## src/hdl/sre_pkg.sv

```systemverilog
`timescale 1ns / 1ps
// ----------------------------------------------------------------------------
// sre_pkg
// Shared widths, saturation limits, register indexes and control types of the
// star record delta encoder.
// ----------------------------------------------------------------------------
package sre_pkg;

  localparam int FieldW   = 32;
  localparam int ValW     = FieldW + 1;
  localparam int InvW     = 40;
  localparam int SplitW   = 20;
  localparam int InvHiW   = InvW - SplitW;
  localparam int ProdW    = ValW + SplitW;
  localparam int SumW     = ProdW + 1;
  localparam int CodeW    = 16;
  localparam int CapW     = CodeW + 1;
  localparam int IdW      = 32;
  localparam int NumRegs  = 6;
  localparam int RegIdxW  = $clog2(NumRegs);

  localparam int AngleShift = 44;
  localparam int ValueShift = 32;

  localparam logic [CapW-1:0] AngleCap    = CapW'(32767);
  localparam logic [CapW-1:0] PosCap      = CapW'(32767);
  localparam logic [CapW-1:0] NegCap      = CapW'(32768);
  localparam logic [CapW-1:0] ParallaxCap = CapW'(65535);
  localparam logic [CapW-1:0] ZeroCap     = '0;

  localparam logic [InvW-1:0] InvReset = InvW'(65536);

  typedef enum logic [RegIdxW-1:0] {
    RegInvRa       = RegIdxW'(0),
    RegInvDec      = RegIdxW'(1),
    RegInvMag      = RegIdxW'(2),
    RegInvColor    = RegIdxW'(3),
    RegInvMotion   = RegIdxW'(4),
    RegInvParallax = RegIdxW'(5)
  } sre_reg_t;

  typedef struct packed {
    logic e2;
    logic e3;
    logic e4;
  } sre_lane_en_t;

endpackage

```

## src/hdl/sre_lane.sv

```systemverilog
`timescale 1ns / 1ps
// ----------------------------------------------------------------------------
// sre_lane
// One quantizer: sign and magnitude, split multiply by the reciprocal unit,
// then shift, saturate and restore the sign into a 16-bit code.
// ----------------------------------------------------------------------------
module sre_lane
  import sre_pkg::*;
#(
  parameter int              SHIFT   = ValueShift,
  parameter logic [CapW-1:0] POS_CAP = PosCap,
  parameter logic [CapW-1:0] NEG_CAP = NegCap
) (
  input  logic                   clk,
  input  sre_lane_en_t           en,
  input  logic signed [ValW-1:0] val,
  input  logic [InvW-1:0]        inv,
  output logic [CodeW-1:0]       code
);

  localparam int QShift = SHIFT - SplitW;

  logic                  neg2;
  logic [ValW-1:0]       mag2;
  logic                  neg3;
  logic [ProdW-1:0]      hi3;
  logic [ProdW-1:0]      lo3;
  logic [ValW-1:0]       mag_next;
  logic [SumW-1:0]       sum;
  logic [SumW-1:0]       q_full;
  logic [CapW-1:0]       cap;
  logic [CapW-1:0]       q_sat;
  logic [CodeW-1:0]      code_next;

  assign mag_next = val[ValW-1] ? (~val + ValW'(1)) : val;

  always_comb begin
    sum    = SumW'(hi3) + SumW'(lo3 >> SplitW);
    q_full = sum >> QShift;
    cap    = neg3 ? NEG_CAP : POS_CAP;
    q_sat  = (q_full > SumW'(cap)) ? cap : q_full[CapW-1:0];
    code_next = neg3 ? CodeW'(CapW'(0) - q_sat) : q_sat[CodeW-1:0];
  end

  always_ff @(posedge clk) begin
    if (en.e2) begin
      neg2 <= val[ValW-1];
      mag2 <= mag_next;
    end
    if (en.e3) begin
      neg3 <= neg2;
      hi3  <= ProdW'(mag2) * ProdW'(inv[InvW-1:SplitW]);
      lo3  <= ProdW'(mag2) * ProdW'(inv[SplitW-1:0]);
    end
    if (en.e4) begin
      code <= code_next;
    end
  end

  a_pos_cap: assert property (@(posedge clk)
    en.e4 && !neg3 |=> {1'b0, code} <= POS_CAP)
    else $error("positive code above limit");

  a_neg_sign: assert property (@(posedge clk)
    en.e4 && neg3 |=> code == '0 || code[CodeW-1])
    else $error("negative code lost its sign");

endmodule

```

## config.mk

```make
export PLATFORM = sky130hd
export DESIGN_NAME = sre_lane
export DESIGN_NICKNAME = d
export VERILOG_FILES = /design/src/hdl/sre_pkg.sv /design/src/hdl/sre_lane.sv
export SDC_FILE = /design/constraint.sdc
export NUM_CORES = 2
export LEC_CHECK = 0
export BUFFER_PORTS_ARGS = -buffer_cell sky130_fd_sc_hd__buf_2
export CAP_MARGIN = 20
export CORE_AREA = 2 2 353 355
export CTS_CLUSTER_SIZE = 25
export DETAILED_ROUTE_END_ITERATION = 8
export DIE_AREA = 0 0 355 357
export PLACE_DENSITY = 0.56
export SYNTH_ARGS = -nofsm -noshare
export SYNTH_HDL_FRONTEND = slang
export SYNTH_SLANG_ARGS = --single-unit
```

## constraint.sdc

```tcl
create_clock -name clk -period 8.5 [get_ports clk]
set_clock_uncertainty 0.05 [all_clocks]
set_input_delay 1.7 -clock clk [delete_from_list [all_inputs] [get_ports clk]]
set_output_delay 1.7 -clock clk [all_outputs]
set_load 0.005 [all_outputs]
```

==> summary.md <==
| Metric | Value |
|---|---|
| Status | finished, final reports clean |
| Post-synth ARST share | 0 |
| CTS Buf Count | 17 |
| DRT Pass-1 Iters | 5 |
| DP Worst Slack | -0.7558 ns |
| Post-synthesis mux area share | 0.0006154 |
| Crit path capture type | register |
| DP Area | 53180 um^2 |
| Final worst-path cycle share | 0.9777 |
| Type of the worst setup path | in -> reg |
| Vias post-DR | 36148 |
| Final setup viols | 0 |
| Synth warnings | 0 |
| Count of final max-slew check failures | 0 |
| Final antenna-violating net count | 0 |
| Row count | 129 |
| Worst Path Max Fanout | 11 |
| CTS Sinks | 137 |
| Vias per cell | around 5.0 |
| Final hold violation count | 0 |
| Clock latency at the later pin of the worst-skew pair | 0.50 ns |
| CTS H-Tree Depth | 4 |
| Die area | 126700 um^2 |
| Post-Synth Simple-Gate Area | 0.1723 |
| Initial core utilization | 0.3968 |
| CTS tree | built |
| Drt total wl | 134.9 mm |
| Post-synth cell types | 67 |
| Most common cell after layout, fill and taps aside | inv_1 |
| Post-Syn Area | between 40000 and 50000 um^2 |
| Avg Inst Size Synth | 9.092 um^2 |
| Core ar. | 123000 um^2 |
| Drt wl/cell | 18.72 um |
| I/O pins | 93 |
| Tightest Pin Transition | around 0.9 ns |
| Global placer's final weighted congestion | 0.8853 |
| Synth Area in Compound Gates | 0.05361 |
| Layout cells sized above 1 | 0.09749 |
| Adder-cell share of the synthesized area | 0.5500 |
| Global-route wire length before repair | 216.0 mm |
| Synth-to-layout area growth | 11.02% |
| Largest net degree at the start of global routing | 56 |
| Die W | 355 um |
| Synth Instances | ~5400 |
| Vias in the first global route | a little under 40000 |
| Setup ws final | 0.1897 ns |
| Sequential cell area fraction in the yosys report | 0.08431 |
| Largest family of logic cells by synthesized area | adder cells |
| Number of synthesized flops with an enable pin | 137 |
| Top cell type by total area after synthesis | fa_1 |
| Synth Register Bits | roughly 140 |
| Clock root buffer | clkbuf_16 |
| Most frequent cells in the layout | inv_1 (1243), fa_1 (1099), nand2_1 (815) |
| Final nets | 7115 |
| Critical Path Source Type | input pin |
| DRT iter0 DRCs | 1938 |
| Synth top area cells | fa_1 (45%), ha_1 (9.6%), inv_1 (9.6%) |
| Crit path DAT | roughly 8.5 ns |
| Minimum clock period | between 8 and 9 ns |
| Syn nets | 6925 |
| Top cell type's share of synthesized area | 0.4541 |
| Cell area after layout | 54170 um^2 |
| Clk buf depth | 2 |
| Worst hold margin | 0.7829 ns |
| Gr ovfl total | 0 |
| Peak Freq | ~120 MHz |
| Post-synth top flop | edfxtp_1 |
| # DRC | 0 |
| Required time of the worst setup path | about 8.7 ns |
| Die H | 357 um |
| Max_cap viols | 0 |
| Layout Utilization | 0.4405 |
| GRT Util Overall | 0.2206 |
| IO Port Bufs | 92 |
| Post-synthesis xor/xnor area fraction | 0.02244 |
| Worst slew margin | 0.3775 |
| Initial antenna violation count | 4 |
| Post-DP HPWL | 111.4 mm |
| Clock transition at path regs | 0.08 ns |
| Worst Hold Class | reg -> reg |
[critical path: stages]
cell and delay [ns]:
buf_4 0.16, buf_4 0.15, and2_1 0.17, fa_1 0.53
inv_1 0.05, fa_1 0.49, fa_2 0.54, inv_1 0.05
fa_2 0.54, fa_2 0.45, fa_1 0.54, inv_1 0.06
fa_1 0.47, inv_1 0.06, ha_4 0.16, a21oi_2 0.13
o21ai_1 0.08, a31oi_2 0.19, a21oi_2 0.11, a2111oi_4 0.37
a31oi_1 0.14, buf_4 0.17, nand4_1 0.10, nand2_1 0.08
a31o_2 0.27, a311o_1 0.37, a221oi_2 0.27, xnor2_1 0.09
[metal layers]
layer  part of all wire  routed length (um)  GRT usage
met1               0.42               56570     0.2874
met2               0.50               67330     0.3806
met3              0.049                6573    0.02694
met4              0.033                4437    0.07483
met5            0.00017                  23          0
[state kept, by name, indices dropped and copies added (netlist names)]
name / count
mag2: 33
code: 16
hi3: 53
lo3: 33
neg2: 1
neg3: 1
[synthesized netlist by cell type, drive strengths merged, types with 13 or more instances]
library cell  instances
a21oi               105
ha                  374
inv                1243
clkbuf              269
edfxtp              137
nand3                51
fa                 1107
o31ai                13
nor3                 38
nand4                32
nand2               815
and2                603
xor2                 29
a211oi               18
nor2b                21
xnor2                96
o21bai               17
a31oi                18
or4                  14
a21o                 55
o21ai                81
o21a                 16
nor2                 73
[logic make-up (layout without fill, tap and decap cells)]
group           after synthesis  count (layout)
buf+inv                    1516            1719
other cells                   0               2
xor+xnor                    125             125
compound gates              400             400
flops                       137             137
mux                           3               3
fa+ha+maj                  1481            1481
simple gates               1705            1705
[through the flow]
stage,std cells,setup TNS [ns]
2_1_floorplan,5367,0
3_3_place_gp,7172,-10.90
3_5_place_dp,7172,-12.10
4_1_cts,7204,0
5_1_grt,7208,-0.02216
6_report,7209,0
[worst paths after layout]
check,cells after the start,from,endpoint,slack (ns)
worst min-delay path,0,neg2,neg3,0.78
worst min register to register,0,neg2,neg3,0.78
worst max-delay path,28,inv[28],hi3[49],0.19
worst max register to register,27,mag2[15],hi3[49],0.51
[area by class of cell]
class / count / area [um^2]
Timing Repair Buffer: 444 / 3501
Multi-Input combinational cell: 3714 / 39260
Fill cell: 12135 / 68820
Clock inverter: 14 / 147.6
Clock buffer: 18 / 429.2
Tap cell: 1637 / 2048
Sequential cell: 137 / 4114
Antenna cell: 2 / 5.005
Inverter: 1243 / 4666
[repair_timing]
action	4_1_cts	5_1_grt
pin swaps	1	43
setup endpoints to repair	9	22
hold endpoints to repair	0	0
setup buffers	0	2
gates resized for setup	17	93
hold buffers	0	0
Power is left out: the tool's default activity adds up to more than one toggle a clock period on the data nets, which glitch-free logic cannot reach.
