--- src/hdl/sre_pkg.sv ---
`timescale 1ns / 1ps
// ----------------------------------------------------------------------------
// sre_pkg
// Shared widths, saturation limits, register indexes and control types of the
// star record delta encoder.
// ----------------------------------------------------------------------------
package sre_pkg;

  localparam int FieldW   = 32;
  localparam int ValW     = FieldW + 1;
  localparam int InvW     = 40;
  localparam int SplitW   = 20;
  localparam int InvHiW   = InvW - SplitW;
  localparam int ProdW    = ValW + SplitW;
  localparam int SumW     = ProdW + 1;
  localparam int CodeW    = 16;
  localparam int CapW     = CodeW + 1;
  localparam int IdW      = 32;
  localparam int NumRegs  = 6;
  localparam int RegIdxW  = $clog2(NumRegs);

  localparam int AngleShift = 44;
  localparam int ValueShift = 32;

  localparam logic [CapW-1:0] AngleCap    = CapW'(32767);
  localparam logic [CapW-1:0] PosCap      = CapW'(32767);
  localparam logic [CapW-1:0] NegCap      = CapW'(32768);
  localparam logic [CapW-1:0] ParallaxCap = CapW'(65535);
  localparam logic [CapW-1:0] ZeroCap     = '0;

  localparam logic [InvW-1:0] InvReset = InvW'(65536);

  typedef enum logic [RegIdxW-1:0] {
    RegInvRa       = RegIdxW'(0),
    RegInvDec      = RegIdxW'(1),
    RegInvMag      = RegIdxW'(2),
    RegInvColor    = RegIdxW'(3),
    RegInvMotion   = RegIdxW'(4),
    RegInvParallax = RegIdxW'(5)
  } sre_reg_t;

  typedef struct packed {
    logic e2;
    logic e3;
    logic e4;
  } sre_lane_en_t;

endpackage

--- src/hdl/sre_front.sv ---
`timescale 1ns / 1ps
// ----------------------------------------------------------------------------
// sre_front
// Input stage for the angles: keeps the previous star's position and
// registers the right ascension and declination deltas of each beat.
// ----------------------------------------------------------------------------
module sre_front
  import sre_pkg::*;
(
  input  logic                    clk,
  input  logic                    rst,
  input  logic                    load,
  input  logic                    first_star,
  input  logic signed [FieldW-1:0] right_ascension,
  input  logic signed [FieldW-1:0] declination,
  output logic signed [ValW-1:0]   d_ra,
  output logic signed [ValW-1:0]   d_dec
);

  logic [FieldW-1:0]       last_ra;
  logic [FieldW-1:0]       last_dec;
  logic signed [ValW-1:0]  d_ra_next;
  logic signed [ValW-1:0]  d_dec_next;

  always_comb begin
    if (first_star) begin
      d_ra_next  = '0;
      d_dec_next = '0;
    end else begin
      d_ra_next  = {right_ascension[FieldW-1], right_ascension}
                 - {last_ra[FieldW-1], last_ra};
      d_dec_next = {declination[FieldW-1], declination}
                 - {last_dec[FieldW-1], last_dec};
    end
  end

  always_ff @(posedge clk) begin
    if (rst) begin
      last_ra  <= '0;
      last_dec <= '0;
    end else if (load) begin
      last_ra  <= right_ascension;
      last_dec <= declination;
    end
  end

  always_ff @(posedge clk) begin
    if (load) begin
      d_ra  <= d_ra_next;
      d_dec <= d_dec_next;
    end
  end

  a_first_zero: assert property (@(posedge clk) disable iff (rst)
    load && first_star |=> d_ra == '0 && d_dec == '0)
    else $error("first star delta not zero");

  a_track_pos: assert property (@(posedge clk) disable iff (rst)
    load |=> last_ra == $past(right_ascension) && last_dec == $past(declination))
    else $error("previous position not tracked");

endmodule

--- config.mk ---
export PLATFORM = sky130hd
export DESIGN_NAME = sre_front
export DESIGN_NICKNAME = d
export VERILOG_FILES = /design/src/hdl/sre_pkg.sv /design/src/hdl/sre_front.sv
export SDC_FILE = /design/constraint.sdc
export NUM_CORES = 1
export LEC_CHECK = 0
export BUFFER_PORTS_ARGS = -buffer_cell sky130_fd_sc_hd__buf_2
export CAP_MARGIN = 20
export CORE_MARGIN = 3
export CORE_UTILIZATION = 35
export CTS_BUF_LIST = sky130_fd_sc_hd__clkbuf_8
export DETAILED_ROUTE_END_ITERATION = 8
export PLACE_DENSITY_LB_ADDON = 0.15
export SYNTH_ARGS = -nofsm -noshare
export SYNTH_HDL_FRONTEND = slang
export SYNTH_SLANG_ARGS = --single-unit
--- constraint.sdc ---
create_clock -name clk -period 6.2 [get_ports clk]
set_clock_uncertainty 0.05 [all_clocks]
set_input_delay 1.24 -clock clk [delete_from_list [all_inputs] [get_ports clk]]
set_output_delay 1.24 -clock clk [all_outputs]
set_load 0.02 [all_outputs]
==> metrics.txt, run 1 <==
run status=finished clean; hpwl dp=15600 µm; post-synth net total=1072; vias in the first global route=~6.8k; PwrDens=245 nW/µm²; mean post-synth cell area=9.07 µm²; Row Count=56; Die Ht=about 160 µm; IO Port Bufs=133; CTS tree=yes; Setup crit start kind=input pin; Layout Nets=1189; P&R area growth vs syn=15.4%; first-pass GRT wire length=35000 µm; sequential cell area=around 3300 µm²; Non-Filler Instances=1387; final setup vio count=0; post-synthesis xor/xnor area fraction=4.01%; Slew Limit Fails=0; Worst VDD drop=roughly 0.12 mV; DRC=0; die width=162 µm; cell with the most instances after synthesis=nor2_1; drt pass-1 iters=5; #FFs+latches synth=between 100 and 150; ys async rst share=0%; Cell Area, Placed=9450 µm²; RSZ-0062 raised after global routing=no; Period minus WS final=3.53 ns; total wire length=21200 µm; actual slew at the worst max-slew pin=0.999 ns; post-synthesis sequential area ratio=38.3%; Routed Antenna Nets=0; Setup TNS=0 ns; cell taking the most area after synthesis=edfxtp_1; final instance area=9820 µm²; final hold viol count=0; final hold slack=0.442 ns; Commonest cells post-synth=nor2_1, inv_1, edfxtp_1; largest family of logic cells by synthesized area=compound AO/OA/AOI/OAI gates; Max Freq=284 MHz; Multi-input gate area=about 4800 µm²; via count=roughly 6.9k; number of antenna diodes=0; CTS Root Cell=clkbuf_8; max cap viols=0; Crit path arrival time=3.67 ns; share of layout cells above drive strength 1=~18%; number of fill cells=2466; Overflow after GRT=0; Slew headroom=33.4%; Cells after Synth=938; Initial DRC Count=376; Die Area=26200 µm²; Setup WS post-layout=2.67 ns; Worst setup EP type=flip-flop; final core occ=41.5%; setup bufs post-CTS=0; Synth Area in Compound Gates=17.3%; CTS Hold Bufs=0; Sink Count=between 100 and 150; post-synthesis adder-cell area fraction=under 10%; EDFF count, synth=66; Core Region=23700 µm²; synth top area cells=edfxtp_1, dfxtp_1, ha_1, mux2i_1, nor2_1; overall power=2.41 mW; CTS Buf Count=17; vias per inst=5.00; Synth warnings=0; Avg WL per Cell=between 15 and 20 µm; Clock Latency Late Sink=around 0.44 ns; Synth Flop Type=edfxtp_1; Total GRT Usage=16.5%; largest net degree at the start of global routing=between 90 and 100; Hold Crit Class=reg2reg; FF-to-FF Start=last_dec[0]; post-synth top area share=23.3%; H-tree Lvls=4; Crit Path Class=in2reg; mux share of post-synthesis cell area=9.03%; Clock transition at path regs=0.07 ns; post_cts resized=0; Final GP Congestion=0.831; Top Ports=134; Max Fanout on Critical Path=3; Final period util=~57%; Post-Synth Simple-Gate Area=16.1%; CP required=6.34 ns; Lkg Pwr=4.27 nW; count of different cell masters after synthesis=75; starting density of the core=between 30% and 40%; Cell Area, Synth=approximately 8500 µm²; initial antenna violation count=3; clk buf depth=2; crit path launch=declination[0]; Placed Instances=1355; pre-CTS setup slack=2.25 ns; hold_sp=last_dec[26]
## final timing paths
check / endpoint / slack (ns) / cells past startpoint
setup / recovery: d_dec[30] / 2.67 / 11
hold / removal: last_dec[26] / 0.44 / 2
setup reg to reg: d_dec[30] / 3.28 / 9
hold reg to reg: last_dec[26] / 0.44 / 2
## flip-flops by register name, indices dropped and copies added, names as in the netlist
name / count
last_ra: 32
d_ra: 33
d_dec: 33
last_dec: 32
## layout make-up
cell class | instances | area share, %
clock buffers | 19 | 2.66
clock inverters | 13 | 1.11
inverters | 78 | 2.98
multi-input cells | 692 | 48.9
flip-flops and latches | 130 | 33.2
well taps | 319 | 4.06
repair buffers | 136 | 7.07
## critical path, cell delays in order
cell      delay, ns
buf_2          0.09
inv_1          0.04
ha_1           0.22
fa_1           0.41
nand2b_1       0.18
a21oi_1        0.20
o21ai_1        0.18
o31ai_2        0.39
a31oi_2        0.20
o21ai_1        0.17
mux2_2         0.35
## kinds of logic (layout without fill, tap and decap cells)
family                     Yosys count  after routing
adders and majority gates           66             66
xor gates and xnor gates            39             39
muxes                               75             75
and+or+nand+nor                    295            295
DFF                                130            130
AOI/OAI and AO/OA                  217            217
buffers and inverters              116            246
## cells in the final DEF, fill, tap and decap left out, types with 4 or more instances in the layout
| cell type | instances |
|---|---|
| nor2_1 | 148 |
| a31oi_1 | 13 |
| edfxtp_1 | 66 |
| o21ai_1 | 7 |
| mux2i_1 | 64 |
| o21a_1 | 13 |
| mux2_2 | 5 |
| a21o_1 | 23 |
| a21boi_0 | 5 |
| ha_1 | 64 |
| nand2b_1 | 10 |
| xor2_1 | 15 |
| nor2b_1 | 15 |
| dfxtp_1 | 64 |
| xnor2_1 | 24 |
| nand4_1 | 13 |
| buf_2 | 132 |
| and3_1 | 4 |
| o21ai_0 | 31 |
| o2111ai_1 | 5 |
| inv_1 | 83 |
| a21oi_1 | 63 |
| o21bai_1 | 8 |
| nand3_1 | 13 |
| nand2_1 | 49 |
| clkbuf_8 | 19 |
| a211oi_1 | 4 |
| mux2_1 | 5 |
| nor3_1 | 16 |
| o211ai_1 | 9 |
## per-layer routing
layer,track usage [%],wire [µm]
met2,26.1,9420
met4,4.96,299
met3,3.32,986
met5,0,36
met1,22.7,10400
## power by group
| group | internal, mW | switching [mW] | leakage (nW) | total (mW) |
|---|---|---|---|---|
| Combinational | 0.272 | 0.419 | 2.86 | 0.691 |
| Sequential | 0.986 | 0.0240 | 1.20 | 1.01 |
| Clock | 0.367 | 0.341 | 0.210 | 0.708 |
| Total | 1.63 | 0.784 | 4.27 | 2.41 |
Power figures use the tool's default switching activity.
==> run 2: changes to the inputs <==
==> constraint.sdc (replaced) <==
create_clock -name clk -period 3.2 [get_ports clk]
set_clock_uncertainty 0.05 [all_clocks]
set_input_delay 0.64 -clock clk [delete_from_list [all_inputs] [get_ports clk]]
set_output_delay 0.64 -clock clk [all_outputs]
set_load 0.02 [all_outputs]
==> metrics.txt, run 2 (synthesis results as in run 1) <==
largest net degree at the start of global routing=51; post_cts resized=0; CTS tree=yes; CTS Hold Bufs=0; total wire length=21500 µm; Setup WS post-layout=~0.40 ns; most frequent cells in the layout=nor2_1, buf_2, inv_1; CTS Buf Count=17; vias in the first global route=6851; Sink Count=130; flop2flop setup slack=approximately 0.40 ns; Layout Nets=1218; number of fill cells=2455; Clock transition at path regs=about 0.09 ns; Crit Path Class=reg2reg; top flop regs=d_dec: 33 flops, d_ra: 33 flops; clk buf depth=2; hold depth=3; Period minus WS final=2.80 ns; share of layout cells above drive strength 1=20.9%; CTS Root Cell=clkbuf_8; Final period util=87.6%; hold_sp=right_ascension[23]; commonest non-fill, non-tap cell in the layout=nor2_1; setup bufs post-CTS=0; FF-to-FF Start=last_dec[1]; Clock Latency Late Sink=0.45 ns; Worst VDD drop=between 0.2 and 0.25 mV; Total GRT Usage=16.6%; via count=7099; Initial DRC Count=454; Slew Limit Fails=0; vias per inst=5.01; Final GP Congestion=~0.88; initial antenna violation count=3; slowest stage cell on the critical path=dfxtp_1; first-pass GRT wire length=35200 µm; max cap viols=0; Critical path buffers and inverters=1; Crit path depth=9; Critical Path, Cell by Cell=inv_1 > ha_1 > nor2b_1 > o2111a_1 > o21ai_1 > nand3_1 > a21o_1 > a221oi_2 > mux2_2; Core Region=23700 µm²; drt pass-1 iters=5; final core occ=a little over two fifths; Avg WL per Cell=15.2 µm; P&R area growth vs syn=18.7%; starting density of the core=35.9%; H-tree Lvls=4; Lkg Pwr=around 4.4 nW; reg2reg path depth=9; IO Port Bufs=133; Worst setup EP type=flip-flop; pre-CTS setup slack=-0.0547 ns; WHS Endpoint=last_ra[23]; Die Area=26200 µm²; Max Freq=between 300 and 400 MHz; crit path launch=last_dec[1]; Die Ht=162 µm; hpwl dp=16500 µm; die width=approximately 160 µm; DRC=0; actual slew at the worst max-slew pin=0.627 ns; Row Count=56; Crit path arrival time=2.95 ns; run status=finished clean; Placed Instances=1384; Setup crit start kind=flip-flop; Non-Filler Instances=~1.4k; Top Ports=134; Slowest Stage Delay on Critical Path=around 0.38 ns; CP required=3.35 ns; final setup vio count=0; final hold viol count=0; RSZ-0062 raised after global routing=no; PwrDens=479 nW/µm²; Max Fanout on Critical Path=3; CP top delay family=compound AO/OA/AOI/OAI gates; Routed Antenna Nets=0; number of antenna diodes=0; Hold Crit Class=in2reg; reg2reg end=d_dec[31]; Overflow after GRT=0; Slew headroom=approximately 58%
## run 2: cell types whose count changed in the layout (fill, tap and decap cells not counted), sizes merged
cell	previous run	this run
buf	136	165
bufinv	2	3
clkbuf	19	18
clkinv	4	6
clkinvlp	1	4
inv	84	79
## run 2: per-layer routing
| metal | up-vias | global-route usage [%] | share of wire, % |
|---|---|---|---|
| met5 | - | 0 | 0.19 |
| met3 | 22 | 3.93 | 5.1 |
| met2 | 153 | 26.3 | 44 |
| met1 | 3292 | 22.9 | 49 |
| li1 | 3626 | - | - |
| met4 | 6 | 4.38 | 1.2 |
## run 2: worst reg2reg max path, cell delays in order, from the launching register on
cell,delay (ns)
dfxtp_1,0.38
inv_1,0.06
ha_1,0.26
nor2b_1,0.15
o2111a_1,0.28
o21ai_1,0.27
nand3_1,0.17
a21o_1,0.25
a221oi_2,0.33
mux2_2,0.36
## run 2: worst max-delay path by stage
stage | slack, ns | endpoint
global route | 0.24 | d_dec[26]
detailed placement | -0.05 | d_dec[26]
global placement | -0.04 | d_dec[26]
floorplan | 0.28 | d_dec[26]
CTS | 0.40 | d_dec[26]
finish | 0.40 | d_dec[31]
## run 2: per-stage QoR
step	setup TNS [ns]	total power [mW]	hold slack, ns	area (µm²)
after floorplan	0	2.96	0.410	8510
after global placement	-0.0755	3.39	0.424	9690
after detailed placement	-0.0880	3.39	0.431	9690
after CTS	0	4.91	0.362	10100
after global routing	0	5.15	0.372	10100
final	0	4.84	0.391	10100
## run 2: power by group
part	switching, mW	total, mW	internal [mW]	leakage, nW
clock network	0.702	1.49	0.786	0.202
logic	0.825	1.39	0.567	3.01
registers	0.0502	1.96	1.91	1.20
## run 2: final cells by class
class	count	area [µm²]	area share [%]
clock buffer	18	248	2.45
inverter	78	293	2.90
multi-input combinational	692	4800	47.5
clock inverter	14	165	1.63
sequential	130	3260	32.3
timing repair buffer	165	937	9.27
tap	319	399	3.95
==> run 3: changes to the inputs <==
--- a/config.mk
+++ b/config.mk
@@ -11,7 +11,7 @@
 export CORE_UTILIZATION = 35
 export CTS_BUF_LIST = sky130_fd_sc_hd__clkbuf_8
 export DETAILED_ROUTE_END_ITERATION = 8
-export PLACE_DENSITY_LB_ADDON = 0.15
+export PLACE_DENSITY = 0.68
 export SYNTH_ARGS = -nofsm -noshare
 export SYNTH_HDL_FRONTEND = slang
 export SYNTH_SLANG_ARGS = --single-unit
==> metrics.txt, run 3 (synthesis results as in run 1) <==
IO Port Bufs=133; Worst setup EP type=flip-flop; Lkg Pwr=4.34 nW; Critical path buffers and inverters=2; Cell Area, Placed=9540 µm²; Max Freq=359 MHz; Crit path top cell by count=o21ai_1; Slew Limit Fails=0; top flop regs=d_dec: 33 flops, d_ra: 33 flops; final hold viol count=0; RSZ-0062 raised after global routing=no; Worst VDD drop=0.236 mV; Non-Filler Instances=1398; Max Fanout on Critical Path=3; vias per inst=about 5.1; Hold Crit Class=in2reg; final setup vio count=0; commonest non-fill, non-tap cell in the layout=nor2_1; setup bufs post-CTS=0; Sw Pwr=1.60 mW; largest net degree at the start of global routing=65; sequential power share=39.9%; Logic pwr share=approximately 28%; initial antenna violation count=5; first-pass GRT wire length=33900 µm; slowest stage cell on the critical path=fa_1; Die Area=26200 µm²; run status=finished clean; Top Ports=134; Crit path arrival time=2.95 ns; most frequent cells in the layout=nor2_1, buf_2, inv_1; Total GRT Usage=15.9%; P&R area growth vs syn=17.3%; Setup WS post-layout=~0.42 ns; Placed Instances=roughly 1.4k; Setup TNS=0 ns; Row Count=between 50 and 60; Crit Path Class=in2reg; CP top delay family=compound AO/OA/AOI/OAI gates; Setup crit start kind=input pin; Initial DRC Count=439; Layout Nets=roughly 1.2k; Clock Latency Late Sink=0.46 ns; total wire length=20600 µm; Clock transition at path regs=0.09 ns; Die Ht=162 µm; share of layout cells above drive strength 1=about a fifth; Slowest Stage Delay on Critical Path=0.40 ns; H-tree Lvls=4; Avg WL per Cell=14.7 µm; P_int=3.31 mW; actual slew at the worst max-slew pin=0.742 ns; Final GP Congestion=0.867; Routed Antenna Nets=0; max cap viols=0; CTS Root Cell=clkbuf_8; clk buf depth=2; hpwl dp=around 16000 µm; Overflow after GRT=0; DRC=0; final instance area=9980 µm²; Core Region=23700 µm²; clock share of power=32.4%; drt pass-1 iters=7; via count=7148; pre-CTS setup slack=-0.0309 ns; vias in the first global route=6850; Net Sw Frac=32.6%; Final period util=87.0%; CTS Buf Count=17; Period minus WS final=2.78 ns; starting density of the core=35.9%; PwrDens=492 nW/µm²; post_cts resized=0; die width=162 µm; Sink Count=130; number of antenna diodes=0; CTS tree=yes; Critical Path, Cell by Cell=buf_2 > inv_1 > ha_1 > fa_1 > nand2b_1 > a21oi_1 > o21ai_1 > o31ai_2 > a31oi_2 > o21ai_1 > mux2_1; CTS Hold Bufs=0; Slew headroom=between 50 and 60%; CP required=3.36 ns
## run 3: cell count changes in the layout (fill, tap and decap cells not counted)
cell / before / now
clkbuf_8: 18 / 17
clkinvlp_4: 4 / 2
inv_1: 78 / 77
clkinv_2: 3 / 2
clkinv_4: 3 / 5
buf_12: 2 / 1
bufinv_16: 3 / 4
buf_4: 30 / 13
inv_6: 0 / 2
## run 3: path summary, 6_finish.rpt
check	cells past startpoint	from	slack, ns	end
max	11	declination[0]	0.42	d_dec[26]
min	3	right_ascension[0]	0.39	last_ra[0]
max reg2reg	9	last_dec[0]	0.42	d_dec[26]
min reg2reg	2	last_dec[2]	0.44	last_dec[2]
## run 3: power by group through the flow
stage          combinational (mW)  clock, mW  sequential, mW
3_3_place_gp                 1.34          0            2.00
4_1_cts                      1.36       1.63            1.96
2_1_floorplan               0.862          0            2.10
6_report                     1.36       1.59            1.96
3_5_place_dp                 1.35          0            2.00
5_1_grt                      1.51       1.71            1.97
## run 3: metal layers
metal  wire (µm)  GRT usage [%]  vias to the layer above  share of wire, %
met3        1250           4.16                       34               6.1
li1            -              -                     3582                 -
met5          62              0                        -              0.30
met2        9280           25.5                      175                45
met4         237           3.96                       10               1.2
met1        9770           21.6                     3347                47
## run 3: layout make-up
class                   count  area, µm²
fillers                  2399      13700
multi-input cells         692       4800
flip-flops and latches    130       3260
repair buffers            147        790
well taps                 319        399
inverters                  78        293
clock buffers              17        234
clock inverters            15        206
## run 3: worst reg2reg max path, cell delays in order (launching register included)
cell,delay (ns)
dfxtp_1,0.32
ha_1,0.21
fa_1,0.40
nand2b_1,0.18
a21oi_1,0.22
o21ai_1,0.18
o31ai_2,0.30
a31oi_2,0.18
o21ai_1,0.18
mux2_1,0.33
## run 3: per-stage QoR
stage	power, mW	utilization (%)	hold WS (ns)
after global routing	5.19	42.2	0.366
after CTS	4.95	42.2	0.360
after floorplan	2.96	-	0.410
after global placement	3.33	40.3	0.422
after detailed placement	3.35	40.3	0.430
final	4.91	42.2	0.385
